`config.mk`:
```
export PLATFORM = sky130hd
export DESIGN_NAME = mttl_split
export DESIGN_NICKNAME = d
export VERILOG_FILES = /design/src/mttl_pkg.sv /design/src/mttl_split.sv
export SDC_FILE = /design/constraint.sdc
export NUM_CORES = 1
export LEC_CHECK = 0
export BUFFER_PORTS_ARGS = -buffer_cell sky130_fd_sc_hd__buf_2
export CAP_MARGIN = 0
export CORE_UTILIZATION = 49
export DETAILED_ROUTE_END_ITERATION = 12
export PLACE_DENSITY = 0.88
export SLEW_MARGIN = 40
export SYNTH_ARGS = -nofsm -noshare
export SYNTH_HDL_FRONTEND = slang
export SYNTH_SLANG_ARGS = --single-unit
```
`constraint.sdc`:
```
create_clock -name vclk -period 7.75
set_clock_uncertainty 0.2 [all_clocks]
set_input_delay 0.775 -clock vclk [all_inputs]
set_output_delay 0.775 -clock vclk [all_outputs]
set_load 0.01 [all_outputs]
```
`src/mttl_pkg.sv`:
```
// Shared constants and types for the measured table trilinear lookup.
// Used by mttl_mul, mttl_split and the top level; depends on nothing.
package mttl_pkg;

    localparam int DATA_W      = 32;
    localparam int ANGLE_W     = 16;
    localparam int ADDR_W      = 16;
    localparam int TABLE_DEPTH = 65536;
    localparam int LANES       = 3;
    localparam int MUL_X_W     = DATA_W + 1;

    localparam int ZEN_CFG_W   = 6;
    localparam int AZ_CFG_W    = 7;
    localparam int CFG_DATA_W  = 7;
    localparam int CFG_INDEX_W = 2;

    localparam logic [CFG_INDEX_W-1:0] CFG_ZENITH  = 2'd0;
    localparam logic [CFG_INDEX_W-1:0] CFG_AZIMUTH = 2'd1;
    localparam logic [CFG_INDEX_W-1:0] CFG_KIND    = 2'd2;

    localparam logic CMD_WRITE   = 1'b0;
    localparam logic CMD_QUERY   = 1'b1;
    localparam logic KIND_SCALAR = 1'b0;

    localparam int DEF_MAX_ZENITH    = 32;
    localparam int DEF_MAX_AZIMUTH   = 64;
    localparam int DEF_FRACTION_BITS = 16;

    typedef logic [DATA_W-1:0] word_t;

endpackage

```
`src/mttl_split.sv`:
```
// Axis split: scaled angle to lower cell index, step flag and fraction.
// Depends on mttl_pkg for the angle width.
module mttl_split #(
    parameter int CW = 7,
    parameter int FB = 16,
    localparam int SPLIT_W = mttl_pkg::ANGLE_W + CW
) (
    input  logic [SPLIT_W-1:0] scaled,
    input  logic [CW-1:0]      n,
    output logic [CW-1:0]      lo,
    output logic               step,
    output logic [FB-1:0]      frac
);

    localparam int TW = CW + FB;

    logic [SPLIT_W+FB-1:0] wide;
    logic [TW-1:0]         t;
    logic [TW-1:0]         half;
    logic [TW-1:0]         top;
    logic [TW-1:0]         shifted;
    logic [TW-1:0]         clamped;

    always_comb
    begin
        wide    = {scaled, {FB{1'b0}}};
        t       = wide[SPLIT_W+FB-1:mttl_pkg::ANGLE_W];
        half    = TW'(1) << (FB - 1);
        top     = {n - CW'(1), {FB{1'b0}}};
        shifted = (t < half) ? '0 : t - half;
        clamped = (shifted > top) ? top : shifted;
        lo      = clamped[TW-1:FB];
        frac    = clamped[FB-1:0];
        step    = ({1'b0, lo} + (CW+1)'(1)) < {1'b0, n};
    end

endmodule

```
Yosys cells after proc, flatten, opt, wreduce, memory -nomap -nowiden
Index checks and enable logic that the tools add are counted.
Word-level totals
  register bits: 0
  latch bits: 0
  bits in writable memories: 0
  bits in read-only memories: 0
  output and inout bits: 24
  logic and storage cells: 8
  memories: 0
Cells by class
  add/subtract/negate cells: 3
  multipliers: 0
  div/mod/pow operators: 0
  magnitude comparators: 3
  equality and inequality tests: 0
  shift operators: 0
  muxes and demuxes: 2
  bitwise logic cells: 0
  reductions and logical operators: 0
Operators with widths (number)
  23-bit 2-to-1 mux: 2
  23-bit > comparator: 1
  23-bit by 16-bit < comparator with 1-bit output, second input constant: 1
  23-bit by 16-bit subtractor with 23-bit output, second input constant: 1
  7-bit by 1-bit adder with 8-bit output, second input constant: 1
  8-bit by 7-bit < comparator with 1-bit output: 1
  7-bit by 1-bit subtractor with 7-bit output, second input constant: 1

Logic depth before layout (Yosys ltp)
  depth in word-level cells: 6
  gate-level depth with buffers: 21
  gate-level depth less buffers: 20

Worst setup path before layout
No wires, ideal clock.
  path kind: input to output
  from: input scaled[15]
  to: output step
  data arrival time: 4.493 ns
  data required time: 6.775 ns
  slack: 2.282 ns
  cell stages on the path: 19
  cell sequence: inv_1 > ha_1 > or3b_4 > nor3_1 > mux2i_1 > inv_1 > ha_1 > nand4_1 > a21oi_1 > o32ai_4 > buf_6 > o21ai_0 > ha_1 > nand4_2 > xnor2_1 > ha_1 > and3_1 > o221ai_1 > o211a_1
On the way
  word-level cells in the longest chain between the ends: 6
  elaborated cells on any way between the ends: 7
  those cells by class: add/sub (2); order compare (3); mux (2)
Ends and longest elaborated chain
  start, declared: line mttl_split.sv:8  | input logic [SPLIT_W-1:0] scaled,
  23-bit by 16-bit subtractor with 23-bit output / 23-bit by 16-bit < comparator with 1-bit output (equally long branches): line mttl_split.sv:30  | shifted = (t < half) ? '0 : t - half;
  23-bit 2-to-1 mux (*): line mttl_split.sv:30
  23-bit > comparator: line mttl_split.sv:31  | clamped = (shifted > top) ? top : shifted;
  23-bit 2-to-1 mux (*): line mttl_split.sv:31
  named net lo[1]: line mttl_split.sv:10  | output logic [CW-1:0] lo,
  7-bit by 1-bit adder with 8-bit output (*): line mttl_split.sv:34  | step = ({1'b0, lo} + (CW+1)'(1)) < {1'b0, n};
  8-bit by 7-bit < comparator with 1-bit output (*): line mttl_split.sv:34
  end, declared: line mttl_split.sv:11  | output logic step,
The timed path passes the listed nets; every way through them passes the cells marked *.

Final worst setup path
  from: input scaled[15]
  to: output step
On the way
  word-level cells in the longest chain between the ends: 6
  elaborated cells on any way between the ends: 7
  those cells by class: add/sub (2); order compare (3); mux (2)
Ends and longest elaborated chain (line)
  23-bit by 16-bit subtractor with 23-bit output / 23-bit by 16-bit < comparator with 1-bit output (equally long branches): mttl_split.sv:30
  23-bit 2-to-1 mux (*): mttl_split.sv:30
  23-bit > comparator: mttl_split.sv:31
  23-bit 2-to-1 mux (*): mttl_split.sv:31
  7-bit by 1-bit adder with 8-bit output (*): mttl_split.sv:34
  8-bit by 7-bit < comparator with 1-bit output (*): mttl_split.sv:34
Mark *: on every way between the ends. The rest lies on a longest branch, timed or not.

==> run summary <==
initial antenna violation count -> 0
FFs & Latches -> 0
slew margin rel. -> 0.579
drt wl/cell -> 11.3 um
vias in the first global route -> 919
core area -> 1780 um2
Hold Path Depth -> 3
initial detailed-routing violation count -> 21
mux cell area share after synthesis -> 0.0892
Crit Path Category -> primary input to primary output
Critical path buffers and inverters -> 4
status -> complete, no violations
Initial Util -> 0.535
hold wc startpoint -> scaled[1]
Min-Delay Path Class -> primary input to primary output
TritonRoute pass-1 iters -> 4
placer congestion estimate -> 0.860
drc violations -> 0
first-pass GRT wire length -> 3710 um
Finish-stage setup viols -> 0
die area -> 2130 um2
Mapped Area -> 953 um2
setup_tns -> 0 ns
Pins Over Slew Limit -> 0
Port-buffer cells -> 54
number of diodes -> 0
fin crit period -> 5.84 ns
Worst Path Required -> 6.78 ns
share of layout cells above drive strength 1 -> 0.343
postcts setup bufs -> 0
Levels on crit path -> 18
Top Ports -> 54
Synth Instances -> 129
crit-path max FO -> 14
Die Height -> 46.1 um
post-route insts no fill -> 206
post-synthesis sequential area ratio -> 0
Via Count -> 1062
Seq. cell area -> 0 um2
Crit-path slowest cell -> o32ai_4
Die Wd -> 46.1 um
Final nets -> 229
pin count of the biggest net entering global routing -> 17
most frequent CP cell -> ha_1
Period Utilization, post-route -> 0.753
post_cts resized -> 0
Yosys Warn Count -> 0
startpoint types -> primary input
adder-cell share of the synthesized area -> 0.210
# rows -> 15
crit-path cells -> buf_2, inv_1, ha_1, or3b_4, nor3_1, mux2i_1, inv_1, ha_1, nand4_1, o32ai_4, o21ai_0, ha_1, xor2_1, ha_1, a211o_1, o221ai_1, o211a_1, buf_2
max-cap violation count -> 0
Post-Syn Area per Cell -> 7.39 um2
most common cell after layout, fill and taps aside -> buf_2
hold path endpoint -> frac[1]
largest family of logic cells by synthesized area -> simple AND/OR/NAND/NOR gates
Post-Synth XOR/XNOR Area -> 0.110
most frequent cells in the layout -> buf_2 (54), inv_1 (16), and2_1 (16), ha_1 (16), xnor2_1 (10)
via density per instance -> 5.16
CTS Hold Bufs -> 0
RSZ-0062 raised after global routing -> no
Arrival @ worst endpoint -> 4.86 ns
post-DP HPWL -> 2100 um
Mapped Nets -> 175
ANT nets after route -> 0
crit-path leading delay family -> compound AO/OA/AOI/OAI gates
Leakage -> 0.672 nW
simple logic cell fraction of the synthesized area -> 0.365
pwr/cell area -> 92.5 nW/um2
Clock Buffer Count -> 0
crit end category -> primary output
GR Overflow Total -> 0
routed wire length -> 2330 um
dpl cells -> 206
library cells used by synthesis -> 39
complex-gate fraction of the synthesized area -> 0.146
worst slew pin tran -> 0.631 ns
slowest stage delay, CP -> 0.63 ns
Synth-to-Final Area Change -> 29.9%
Fin. Hold Viols -> 0
Total Routing Usage GR -> 0.228
Min Hold Slack -> 1.65 ns
IR drop worst, VDD -> 0.0600 mV
Peak Freq -> 171 MHz
## per-layer routing
layer,global-route usage,up-vias,wire [um],part of all wire
met5,0,-,0,0
met4,0,0,0,0
met3,0.00784,0,108,0.046
met2,0.456,38,1170,0.50
met1,0.280,464,1050,0.45
li1,-,560,-,-
## Yosys cell counts
library cell / number / area [um2]
xnor2_1: 10 / 87.6
nand4_2: 1 / 12.5
or2_1: 1 / 6.26
o21a_1: 1 / 7.51
a21o_1: 1 / 7.51
nor2_2: 1 / 6.26
nor4b_1: 1 / 8.76
o211a_1: 1 / 10.0
ha_1: 16 / 200
nor3_1: 5 / 25.0
o32ai_4: 1 / 27.5
or3b_4: 1 / 11.3
mux2_2: 1 / 11.3
buf_6: 1 / 11.3
or3_1: 1 / 6.26
nor4_1: 4 / 25.0
inv_1: 16 / 60.1
nor2b_1: 4 / 25.0
nand2_1: 6 / 22.5
nand4_1: 1 / 6.26
mux2i_1: 6 / 60.1
mux2i_2: 1 / 13.8
a21oi_1: 6 / 30.0
and4_1: 1 / 8.76
nor2_1: 4 / 15.0
nor3b_4: 1 / 18.8
and3_1: 1 / 6.26
a211o_1: 1 / 8.76
and2_1: 16 / 100
o21ai_0: 4 / 20.0
xor2_1: 2 / 17.5
and2b_1: 1 / 7.51
clkbuf_2: 1 / 5.00
o221ai_1: 1 / 8.76
nand3_1: 5 / 25.0
a31oi_1: 1 / 6.26
o31ai_1: 1 / 7.51
or4_4: 1 / 11.3
o21ai_1: 1 / 5.00
## stage by stage
stage | area (um2) | util | setup slack, ns | total power, mW
4_1_cts | 1240 | 0.695 | 1.90 | 0.115
3_5_place_dp | 1240 | 0.695 | 1.91 | 0.114
3_3_place_gp | 1240 | 0.695 | 1.95 | 0.111
2_1_floorplan | 953 | - | 2.28 | 0.0785
5_1_grt | 1240 | 0.695 | 1.55 | 0.128
6_report | 1240 | 0.695 | 1.91 | 0.115
## how the worst max path moves through the flow
stage                     startpoint  endpoint  slack [ns]
final                     scaled[15]      step        1.91
after detailed placement  scaled[16]      step        1.91
after global routing      scaled[15]      step        1.55
after CTS                 scaled[16]      step        1.90
after floorplan           scaled[15]      step        2.28
after global placement    scaled[15]      step        1.95
## kinds of logic (layout without fill, tap and decap cells)
| group | after synthesis | count (layout) |
|---|---|---|
| AO/OA/AOI/OAI | 19 | 19 |
| XOR/XNOR | 12 | 12 |
| adder cells (fa/ha/maj) | 16 | 16 |
| buffers and inverters | 18 | 70 |
| multiplexers | 8 | 8 |
| AND/OR/NAND/NOR | 56 | 56 |
## where the power goes
group | leakage (nW) | internal [mW] | switching, mW
clock network | 0 | 0 | 0
logic | 0.672 | 0.0527 | 0.0620
registers | 0 | 0 | 0
total | 0.672 | 0.0527 | 0.0620
## cell type report
type / count / area, um2
Tap cell: 25 / 31.3
Multi-Input combinational cell: 111 / 877
Fill cell: 159 / 544
Timing Repair Buffer: 54 / 270
Inverter: 16 / 60.1
(Power assumes the default switching activity.)
